**config.mk**
```make
export PLATFORM = sky130hd
export DESIGN_NAME = integer_set_store_core_flat
export DESIGN_NICKNAME = d
export VERILOG_FILES = /design/src/rtl/iss_pkg.sv /design/src/rtl/iss_stream_if.sv /design/src/rtl/iss_cell.sv /design/src/rtl/iss_hit_encoder.sv /design/src/rtl/integer_set_store_core.sv /design/src/flat_wrapper.sv
export SDC_FILE = /design/constraint.sdc
export NUM_CORES = 1
export LEC_CHECK = 0
export CORE_UTILIZATION = 45
export DETAILED_ROUTE_END_ITERATION = 7
export DONT_BUFFER_PORTS = 1
export RECOVER_POWER = 25
export SYNTH_ARGS = -nofsm -noshare
export SYNTH_HDL_FRONTEND = slang
export SYNTH_SLANG_ARGS = --single-unit
```
**constraint.sdc**
```tcl
create_clock -name clk -period 2.3 [get_ports clk]
set_clock_uncertainty 0.05 [all_clocks]
set_input_delay 0.115 -clock clk [delete_from_list [all_inputs] [get_ports clk]]
set_output_delay 0.115 -clock clk [all_outputs]
set_load 0.02 [all_outputs]
```
**src/rtl/iss_pkg.sv**
```systemverilog
// Shared types for the integer set store: request and response payloads,
// the action codes and the control bundle broadcast to the storage cells.
// No dependencies.
package iss_pkg;

    // Request action codes.
    typedef enum logic [1:0] {
        ACT_INSERT = 2'd0,
        ACT_REMOVE = 2'd1,
        ACT_QUERY  = 2'd2,
        ACT_CLEAR  = 2'd3
    } action_t;

    // One request item.
    typedef struct packed {
        action_t            action;
        logic signed [31:0] value;
    } req_t;

    // One response item.
    typedef struct packed {
        logic       success;
        logic [6:0] element_count;
        logic       is_empty;
        logic       is_full;
    } rsp_t;

    // Control broadcast from the sequencer to every cell.
    typedef struct packed {
        logic cmp_en;   // capture the membership compare
        logic insert;   // qualified append: the cell at the fill position loads
        logic remove;   // qualified delete: cells at or above the hit shift down
    } iss_cell_ctrl_t;

endpackage

```
**src/rtl/iss_stream_if.sv**
```systemverilog
// Valid/ready stream channel carrying one payload per transfer.
// Depends on nothing; the payload type is a parameter.
interface iss_stream_if #(
    parameter type payload_t = logic
);
    logic     valid;
    logic     ready;
    payload_t payload;

    modport source (output valid, output payload, input ready);
    modport sink   (input valid, input payload, output ready);
endinterface

```
**src/rtl/iss_cell.sv**
```systemverilog
// One storage cell of the set: holds one entry, compares it with the probe
// value and takes its right neighbor's entry when a remove closes a gap.
// Depends on iss_pkg.
module iss_cell
    import iss_pkg::*;
#(
    parameter int CAPACITY = 64,
    parameter int INDEX = 0,
    localparam int CNT_W = $clog2(CAPACITY + 1),
    localparam int IDX_W = $clog2(CAPACITY)
) (
    input  logic                 clk,
    input  iss_cell_ctrl_t       ctrl,
    input  logic [31:0]          probe,
    input  logic [31:0]          right_entry,
    input  logic [CNT_W-1:0]     count,
    input  logic [IDX_W-1:0]     hit_idx,
    output logic [31:0]          entry,
    output logic                 hit
);

    localparam logic [CNT_W-1:0] MY_POS = CNT_W'(INDEX);
    localparam logic [IDX_W-1:0] MY_IDX = IDX_W'(INDEX);

    logic [31:0] entry_reg;
    logic        hit_reg;
    logic        occupied;
    logic        load;
    logic        shift;

    // Position-based decode against the shared count and hit index.
    assign occupied = MY_POS < count;
    assign load     = ctrl.insert && (count == MY_POS);
    assign shift    = ctrl.remove && (MY_IDX >= hit_idx);

    // Entry storage: append at the fill position, or shift down on remove.
    always_ff @(posedge clk)
    begin
        if (load)
        begin
            entry_reg <= probe;
        end
        else if (shift)
        begin
            entry_reg <= right_entry;
        end
    end

    // Registered membership compare.
    always_ff @(posedge clk)
    begin
        if (ctrl.cmp_en)
        begin
            hit_reg <= occupied && (entry_reg == probe);
        end
    end

    assign entry = entry_reg;
    assign hit   = hit_reg;

endmodule

```
**src/rtl/iss_hit_encoder.sv**
```systemverilog
// Registered reduction of the per-cell hit vector into a found flag and the
// binary position of the matching cell. Depends on iss_pkg.
module iss_hit_encoder
    import iss_pkg::*;
#(
    parameter int CAPACITY = 64,
    localparam int IDX_W = $clog2(CAPACITY)
) (
    input  logic                 clk,
    input  logic                 en,
    input  logic [CAPACITY-1:0]  hits,
    output logic                 found,
    output logic [IDX_W-1:0]     hit_idx
);

    logic [IDX_W-1:0] idx_next;
    logic [IDX_W-1:0] hit_idx_reg;
    logic             found_reg;

    // At most one cell matches, so each index bit is an OR of the hits
    // at positions that carry that bit.
    for (genvar b = 0; b < IDX_W; b++)
    begin : g_bit
        logic [CAPACITY-1:0] sel;
        for (genvar i = 0; i < CAPACITY; i++)
        begin : g_pos
            localparam logic [IDX_W-1:0] POS = IDX_W'(i);
            assign sel[i] = hits[i] & POS[b];
        end
        assign idx_next[b] = |sel;
    end

    always_ff @(posedge clk)
    begin
        if (en)
        begin
            found_reg   <= |hits;
            hit_idx_reg <= idx_next;
        end
    end

    assign found   = found_reg;
    assign hit_idx = hit_idx_reg;

endmodule

```
**src/rtl/integer_set_store_core.sv**
```systemverilog
// Integer set store: a set of distinct 32-bit values kept in insertion order
// in a row of CAPACITY storage cells.
//
// Channels: req (sink) carries an action and a value; rsp (source) carries
// success, element_count, is_empty and is_full. A transfer happens on a
// rising clock edge with valid and ready both high. Every request gives
// exactly one response.
//
// Timing: the block works on one request at a time. An accepted request goes
// through compare in every cell, hit reduction, then update and response
// register, after which its response is valid. The next request is accepted
// once the block is back in idle after the update; the three-step compare,
// reduce and update sequence sets how often requests can be taken.
//
// A finished response sits in an output register. If the receiver stalls,
// the block still accepts and evaluates the next request and waits in the
// update step until the output register is free.
//
// Reset empties the set (count to zero); entry contents are not cleared and
// need no clearing pass.
module integer_set_store_core
    import iss_pkg::*;
#(
    parameter int CAPACITY = 64
) (
    input  logic          clk,
    input  logic          rst_n,
    iss_stream_if.sink    req,
    iss_stream_if.source  rsp
);

    localparam int CNT_W = $clog2(CAPACITY + 1);
    localparam int IDX_W = $clog2(CAPACITY);
    localparam logic [CNT_W-1:0] FULL_COUNT = CNT_W'(CAPACITY);

    typedef enum logic [1:0] {
        ST_IDLE,
        ST_CMP,
        ST_RES,
        ST_APPLY
    } state_t;

    state_t           state_reg, state_next;
    logic [CNT_W-1:0] count_reg, count_next;
    logic             out_valid_reg, out_valid_next;
    rsp_t             rsp_reg, rsp_next;
    req_t             req_reg;

    logic                 req_fire;
    logic                 apply_fire;
    logic                 found;
    logic [IDX_W-1:0]     hit_idx;
    logic [CAPACITY-1:0]  hits;
    logic [31:0]          entries [CAPACITY];
    logic                 ok;
    logic                 do_insert;
    logic                 do_remove;
    logic [CNT_W+6:0]     count_ext;
    iss_cell_ctrl_t       cell_ctrl;

    assign req_fire   = req.valid && req.ready;
    assign apply_fire = (state_reg == ST_APPLY) && (!out_valid_reg || rsp.ready);

    // Request capture.
    always_ff @(posedge clk)
    begin
        if (req_fire)
        begin
            req_reg <= req.payload;
        end
    end

    // Qualified update operations.
    assign do_insert = (req_reg.action == ACT_INSERT) && !found && (count_reg < FULL_COUNT);
    assign do_remove = (req_reg.action == ACT_REMOVE) && found;

    assign cell_ctrl.cmp_en = (state_reg == ST_CMP);
    assign cell_ctrl.insert = apply_fire && do_insert;
    assign cell_ctrl.remove = apply_fire && do_remove;

    // Row of storage cells; each takes its right neighbor's entry on remove.
    for (genvar i = 0; i < CAPACITY; i++)
    begin : g_cell
        logic [31:0] right_entry;
        if (i == CAPACITY - 1)
        begin : g_last
            assign right_entry = entries[i];
        end
        else
        begin : g_inner
            assign right_entry = entries[i + 1];
        end

        iss_cell #(
            .CAPACITY (CAPACITY),
            .INDEX    (i)
        ) u_cell (
            .clk         (clk),
            .ctrl        (cell_ctrl),
            .probe       (req_reg.value),
            .right_entry (right_entry),
            .count       (count_reg),
            .hit_idx     (hit_idx),
            .entry       (entries[i]),
            .hit         (hits[i])
        );
    end

    // Hit reduction.
    iss_hit_encoder #(
        .CAPACITY (CAPACITY)
    ) u_hit_encoder (
        .clk     (clk),
        .en      (state_reg == ST_RES),
        .hits    (hits),
        .found   (found),
        .hit_idx (hit_idx)
    );

    // Sequencer next state, count update and response formation.
    always_comb
    begin
        state_next     = state_reg;
        count_next     = count_reg;
        out_valid_next = out_valid_reg;
        rsp_next       = rsp_reg;
        ok             = 1'b0;
        count_ext      = '0;

        if (out_valid_reg && rsp.ready)
        begin
            out_valid_next = 1'b0;
        end

        case (state_reg)
            ST_IDLE:
            begin
                if (req_fire)
                begin
                    state_next = ST_CMP;
                end
            end
            ST_CMP:
            begin
                state_next = ST_RES;
            end
            ST_RES:
            begin
                state_next = ST_APPLY;
            end
            ST_APPLY:
            begin
                if (apply_fire)
                begin
                    case (req_reg.action)
                        ACT_INSERT:
                        begin
                            ok = do_insert;
                            if (do_insert)
                            begin
                                count_next = count_reg + CNT_W'(1);
                            end
                        end
                        ACT_REMOVE:
                        begin
                            ok = do_remove;
                            if (do_remove)
                            begin
                                count_next = count_reg - CNT_W'(1);
                            end
                        end
                        ACT_QUERY:
                        begin
                            ok = found;
                        end
                        default:
                        begin
                            ok         = 1'b1;
                            count_next = '0;
                        end
                    endcase
                    count_ext              = {7'd0, count_next};
                    rsp_next.success       = ok;
                    rsp_next.element_count = count_ext[6:0];
                    rsp_next.is_empty      = (count_next == '0);
                    rsp_next.is_full       = (count_next == FULL_COUNT);
                    out_valid_next         = 1'b1;
                    state_next             = ST_IDLE;
                end
            end
            default:
            begin
                state_next = ST_IDLE;
            end
        endcase
    end

    // State, count and registered response.
    always_ff @(posedge clk or negedge rst_n)
    begin
        if (!rst_n)
        begin
            state_reg     <= ST_IDLE;
            count_reg     <= '0;
            out_valid_reg <= 1'b0;
        end
        else
        begin
            state_reg     <= state_next;
            count_reg     <= count_next;
            out_valid_reg <= out_valid_next;
        end
    end

    always_ff @(posedge clk)
    begin
        rsp_reg <= rsp_next;
    end

    assign req.ready   = (state_reg == ST_IDLE);
    assign rsp.valid   = out_valid_reg;
    assign rsp.payload = rsp_reg;

    // Values are distinct, so at most one cell can match.
    a_single_hit: assert property (@(posedge clk) disable iff (!rst_n)
        (state_reg == ST_RES) |-> $onehot0(hits))
        else $error("more than one cell matched the probe value");

    // The count never exceeds the capacity.
    a_count_bound: assert property (@(posedge clk) disable iff (!rst_n)
        count_reg <= FULL_COUNT)
        else $error("element count above capacity");

    // The count changes only in the update step.
    a_count_stable: assert property (@(posedge clk) disable iff (!rst_n)
        (state_reg != ST_APPLY) |=> $stable(count_reg))
        else $error("element count changed outside the update step");

    // With the output register free, the response is seen valid once the
    // compare, reduction and update steps have run after the request transfer.
    a_latency: assert property (@(posedge clk) disable iff (!rst_n)
        (req_fire && !out_valid_reg) |-> ##4 rsp.valid)
        else $error("response did not appear four edges after the request");

endmodule
```
**src/flat_wrapper.sv**
```systemverilog
// flat-port wrapper written by rule: the top's interface ports become plain ports
module integer_set_store_core_flat import iss_pkg::*;
#(
    parameter int CAPACITY = 64
)
  (clk, rst_n, req_valid, req_payload, req_ready, rsp_valid, rsp_payload, rsp_ready);
  iss_stream_if req_i ();
  iss_stream_if rsp_i ();
  input  logic clk;
  input  logic rst_n;
  input wire logic [$bits(req_i.valid)-1:0] req_valid;
  input wire logic [$bits(req_i.payload)-1:0] req_payload;
  output wire logic [$bits(req_i.ready)-1:0] req_ready;
  output wire logic [$bits(rsp_i.valid)-1:0] rsp_valid;
  output wire logic [$bits(rsp_i.payload)-1:0] rsp_payload;
  input wire logic [$bits(rsp_i.ready)-1:0] rsp_ready;
  assign req_i.valid = req_valid;
  assign req_i.payload = req_payload;
  assign req_ready = req_i.ready;
  assign rsp_valid = rsp_i.valid;
  assign rsp_payload = rsp_i.payload;
  assign rsp_i.ready = rsp_ready;
  integer_set_store_core #(.CAPACITY(CAPACITY)) u_core (.clk(clk), .rst_n(rst_n), .req(req_i), .rsp(rsp_i));
endmodule
```
### Word-level counts from Yosys, hierarchy flattened

Index checks and enable logic that the tools add are counted.
W data, S select, Z words.

* bits in registers: 141
* output and inout bits: 3
* input bits: 5
* word-level logic and storage cells: 546

* eq/ne operators: 133
* multiplexer cells: 72
* reduce and logical (&&, ||, !) cells: 141
* $lt $le $gt $ge: 65
* add/sub/neg operators: 1

Operators with widths (count)
* $eq A7 B6 Y1 const B: 32
* $lt A6 B7 Y1 const A: 32
* $logic_and A1 B1 Y1: 133
* $eq A7 B5 Y1 const B: 16
* $lt A5 B7 Y1 const A: 16
* $mux W1: 66
* $eq A1 B1 Y1: 64
* $reduce_or A64 Y1: 1
* $eq A7 B4 Y1 const B: 8
* $lt A4 B7 Y1 const A: 8
* $eq A7 B3 Y1 const B: 4
* $lt A3 B7 Y1 const A: 4
* $mux W7: 3
* $eq A7 B2 Y1 const B: 2
* $lt A1 B7 Y1 const A: 2
* $lt A2 B7 Y1 const A: 2
* $pmux W2 S4: 1
* $add A7 B1 Y7 const B: 1
* $eq A7 B1 Y1 const B: 1
* $eq A7 B7 Y1 const B: 1
* $logic_not A7 Y1: 1
* $lt A7 B7 Y1 const B: 1
* $eq A2 B2 Y1 const B: 2
* $mux W2: 2
* 7 further kinds: 9

### Longest topological paths before layout

* depth after elaboration: 6
* gate-level depth with buffers: 7
* gate-level depth less buffers: 5

### Worst setup path after synthesis

No wires, ideal clock.

* kind: flip-flop to flip-flop
* from: register u_core.state_reg[1]
* to: register u_core.g_cell[0].u_cell.hit_reg, enable pin
* period minus slack after synthesis: 2.515 ns
* stages on the path, launching flop included: 3
* required time: 1.821 ns
* path buffers: 0
* arrival: 2.036 ns
* library setup time: 0.429 ns
* slack: -0.215 ns
* cell sequence: dfrtp_1 > inv_1 > ha_1

* longest elaborated chain between the ends: 1

Ends and longest elaborated chain
* start, declared: RTL line integer_set_store_core.sv:43 `state_t state_reg, state_next;`
* start signal, assigned: RTL line integer_set_store_core.sv:209 `state_reg <= state_next;`
* $eq A2 B1 Y1: RTL line integer_set_store_core.sv:77 `assign cell_ctrl.cmp_en = (state_reg == ST_CMP);`
* end signal, assigned: RTL line iss_cell.sv:54 `hit_reg <= occupied && (entry_reg == probe);`
* end, declared: RTL line iss_cell.sv:26 `logic hit_reg;`

Every way passes these cells.
A chain may end at the register's enable or synchronous reset.

### Worst setup path in the final report

* from: register u_core.count_reg[0]
* to: register u_core.g_cell[17].u_cell.entry_reg[0], enable pin

* longest elaborated chain between the ends: 4
* elaborated cells between the ends (all ways): 5
* those cells by class: 1 x order compare; 1 x eq/ne; 3 x reduce/logical

Ends and longest elaborated chain
* start, declared: RTL line integer_set_store_core.sv:44 `logic [CNT_W-1:0] count_reg, count_next;`
* start signal, assigned: RTL line integer_set_store_core.sv:210 `count_reg <= count_next;`
* $lt A7 B7 Y1: RTL line integer_set_store_core.sv:74 `assign do_insert = (req_reg.action == ACT_INSERT) && !found && (count_reg < FULL_COUNT);`
* $logic_and A1 B1 Y1: RTL line integer_set_store_core.sv:74
* $logic_and A1 B1 Y1: RTL line integer_set_store_core.sv:78 `assign cell_ctrl.insert = apply_fire && do_insert;`
* $logic_and A1 B1 Y1 *: RTL line iss_cell.sv:33 `assign load = ctrl.insert && (count == MY_POS);`
* via u_core.g_cell[17].u_cell.load: RTL line iss_cell.sv:28 `logic load;`
* end signal, assigned: RTL line iss_cell.sv:41 `entry_reg <= probe;`
* end signal, assigned: RTL line iss_cell.sv:45 `entry_reg <= right_entry;`
* end, declared: RTL line iss_cell.sv:25 `logic [31:0] entry_reg;`

Mark *: on every way through the listed nets, which the timed path passes. The rest lies on a longest branch.

==> results.cfg <==
[placed_design]
place_congestion = 0.8726
port_buffers = 0
place.detailed.hpwl_mm = 11.20

[setup_path]
reg2reg_slack_ps = 80
worst-r2r-cell-count = 4
worst-endpoint-arrival_ps = 2260
critical_path.top_delay_family = simple AND/OR/NAND/NOR gates
worst-setup-path-type = reg -> reg
worst_path_max_delay_cell = sky130_fd_sc_hd__dfrtp_1
crit_chain = nor2b_4 -> nand4_1 -> or2_1 -> nor3_1
critPathCaptureType = flop
path_buf_inv = 0
slowest_delay_ps = 580
worstPathMaxFanout = 9
worst_ep_required_ps = 2340
r2r_start = u_core.count_reg[0]$_DFFE_PN0P_
worst_r2r_endpoint = u_core.g_cell[17].u_cell.entry[0]$_DFFE_PP_
cp-start-kind = flop

[sta]
period_share_pct = 96.59
layout_min_cycle_time_ps = 2222
maxSlewViolCount = 0
maxClockFrequency_mhz = 450.1
setup_tns_ps = 0
timing.final.setup_violations = 0
worst_slew_pin_slew_ps = 609.7
rsz0062_at_grt = false
worst_slew_margin_rel_pct = 59.11
timing.final.hold_violations = 0

[clock_tree]
clock_transition_at_the_registers_of_the_reported_paths_ps = 60
tritoncts = done
library_cell_used_as_clock_root_buffer = sky130_fd_sc_hd__clkbuf_16
clock_insertion_delay_worst_skew_ps = 420
postCtsSetupRepairBufs = 0
cts-root-to-sink-buffers = 2
cts_sinks = 141
cts-buffers-inserted = 17
clock_tree.htree_level_count = 4

[yosys]
number_of_synthesized_flops_with_an_enable_pin = 131
synth-seq-cells = 141
synth.area.top_cells = sky130_fd_sc_hd__edfxtp_1 60%, sky130_fd_sc_hd__xor2_1 8.4%, sky130_fd_sc_hd__nor2_1 4.7%, sky130_fd_sc_hd__dfrtp_1 3.8%, sky130_fd_sc_hd__a21oi_1 2.4%
synth-compound-area-share_pct = 6.195
yosys_warnings = 0
yosys.area_share.simple_pct = 15.97
synthMostInstantiatedCell = sky130_fd_sc_hd__edfxtp_1
synth_top_area_share_pct = 59.93
synth-seq-area-share_pct = 63.74
synth_xor_area_share_pct = 9.074
synth_top_family_by_area = simple AND/OR/NAND/NOR gates
post_synth_most_frequent_cells = 131 x sky130_fd_sc_hd__edfxtp_1, 82 x sky130_fd_sc_hd__nor2_1, 63 x sky130_fd_sc_hd__xor2_1
synth_largest_area_cell = sky130_fd_sc_hd__edfxtp_1
synthesized_instance_count = 526
post_synth_instance_area_mm2 = 0.006564
async_flop_share_pct = 7.092
synth.area.mux_share_pct = 0.1716
syn_nets = 540
synthesis.area_per_instance_um2 = 12.48
synth_cell_types = 45
synth_adder_area_share_pct = 1.716
dominantRegCellSynth = sky130_fd_sc_hd__edfxtp_1

[drt]
post_drt_wl_per_cell_um = 21.51
detailed_route_via_count = 4256
drt_first_iter_violations = 496
route.detailed.drc = 0
first_pass_iters = 5
vias_per_cell = 5.744
antenna_violating_nets_post_route = 0
wirelength_mm = 15.94

[global_route]
antenna_found_initial = 1
largest_net_degree_at_the_start_of_global_routing = 70
grt_pass1_wl_mm = 24.73
grt_util_all_layers_pct = 23.42
globalRoute.totalOverflow = 0
vias_in_the_first_global_route = 4180

[layout]
number_of_filler_cells_placed_in_the_layout = 1170
multi_input_area_mm2 = 0.002177
flow.area_growth_from_synthesis_pct = 14.91
antenna_cells_inserted = 0
nets = 562
post_route_cells_drive_above_1_share_pct = 13.73
ff_latch_area_mm2 = 0.004185

[die]
placementRows = 43
fp.coreArea_mm2 = 0.01404
die_w_um = 122.8
initial_core_utilization_pct = 46.74
io_pins = 8
dieArea_mm2 = 0.01507
fp.dieH_um = 122.8

[power]
static-leakage-power_nw = 2.587
power_density_mw_per_mm2 = 961.8
fin_total_pwr_mw = 7.254
power.ir.vdd_worst_mv = 0.6863

[worst_hold_path]
timing.hold.worst.class = in -> async

[run]
timing.max_cap.violations = 0

[outcome]
result_of_the_run = finished clean
==> kinds of logic after synthesis <==
family	count (synthesis)
XOR/XNOR	68
adder cells (fa/ha/maj)	9
AND/OR/NAND/NOR	202
multiplexers	1
buffers and inverters	38
flip-flops	141
AO/OA/AOI/OAI	67
==> cell usage in the layout, fill, tap and decap left out, types with 10 or more instances in the layout <==
cell                        count
sky130_fd_sc_hd__buf_4         24
sky130_fd_sc_hd__nand2_1       23
sky130_fd_sc_hd__nor4_1        17
sky130_fd_sc_hd__nor3_1        22
sky130_fd_sc_hd__clkbuf_16     17
sky130_fd_sc_hd__a211oi_1      18
sky130_fd_sc_hd__nand3_1       10
sky130_fd_sc_hd__a21oi_1       31
sky130_fd_sc_hd__nor2_1        82
sky130_fd_sc_hd__xor2_1        63
sky130_fd_sc_hd__edfxtp_1     131
==> power breakdown <==
part           switching, mW  internal (mW)
combinational          0.596          0.314
sequential             0.153           3.38
clock                   1.02           1.79
==> cell type report <==
class | instances | area share [%]
clock inverter | 14 | 2.322
tap | 180 | 2.986
timing repair buffer | 33 | 4.247
sequential | 141 | 55.49
multi-input combinational | 347 | 28.87
clock buffer | 18 | 5.690
inverter | 8 | 0.3981
==> worst max-delay path by stage <==
stage / end / cells past startpoint / slack (ps) / start
finish: u_core.g_cell[17].u_cell.entry[0]$_DFFE_PP_ / 4 / 80 / u_core.count_reg[0]$_DFFE_PN0P_
global route: u_core.g_cell[17].u_cell.entry[0]$_DFFE_PP_ / 4 / 20 / u_core.count_reg[0]$_DFFE_PN0P_
CTS: u_core.g_cell[17].u_cell.entry[0]$_DFFE_PP_ / 4 / 70 / u_core.count_reg[6]$_DFFE_PN0P_
detailed placement: u_core.g_cell[17].u_cell.entry[0]$_DFFE_PP_ / 4 / 110 / u_core.count_reg[6]$_DFFE_PN0P_
global placement: u_core.g_cell[17].u_cell.entry[0]$_DFFE_PP_ / 4 / 110 / u_core.count_reg[6]$_DFFE_PN0P_
floorplan: u_core.g_cell[48].u_cell.hit$_DFFE_PN_ / 4 / 90 / u_core.req_reg[0]$_DFFE_PP_
==> routing by layer <==
layer	share of wire [%]	global-route usage (%)	vias to the layer above	wire [um]
li1	-	-	1956	-
met3	7.1	5.716	35	1134
met2	48	36.45	165	7701
met5	0.082	0	-	13
met4	2.5	8.841	2	398
met1	42	31.71	2098	6694
==> per-stage QoR <==
| stage | utilization (%) | hold WS [ps] | std cells | setup WS (ps) | cell area, um2 |
|---|---|---|---|---|---|
| after detailed placement | 49.11 | -230.0 | 705 | 110.5 | 6897 |
| final | 53.71 | 59.24 | 741 | 78.49 | 7542 |
| after global routing | 53.71 | 99.77 | 741 | 18.21 | 7542 |
| after floorplan | - | -230.6 | 526 | 94.58 | 6566 |
| after global placement | 49.11 | -230.0 | 705 | 114.9 | 6897 |
| after CTS | 53.70 | 63.72 | 741 | 71.68 | 7541 |
==> repair_timing <==
item | 4_1_cts | 5_1_grt
setup endpoints to repair | 0 | 1
hold buffers | 4 | 0
endpoints found under the hold margin | 15 | 0
resized for setup | 0 | 1
No activity file was read; power rests on OpenSTA's default activity.
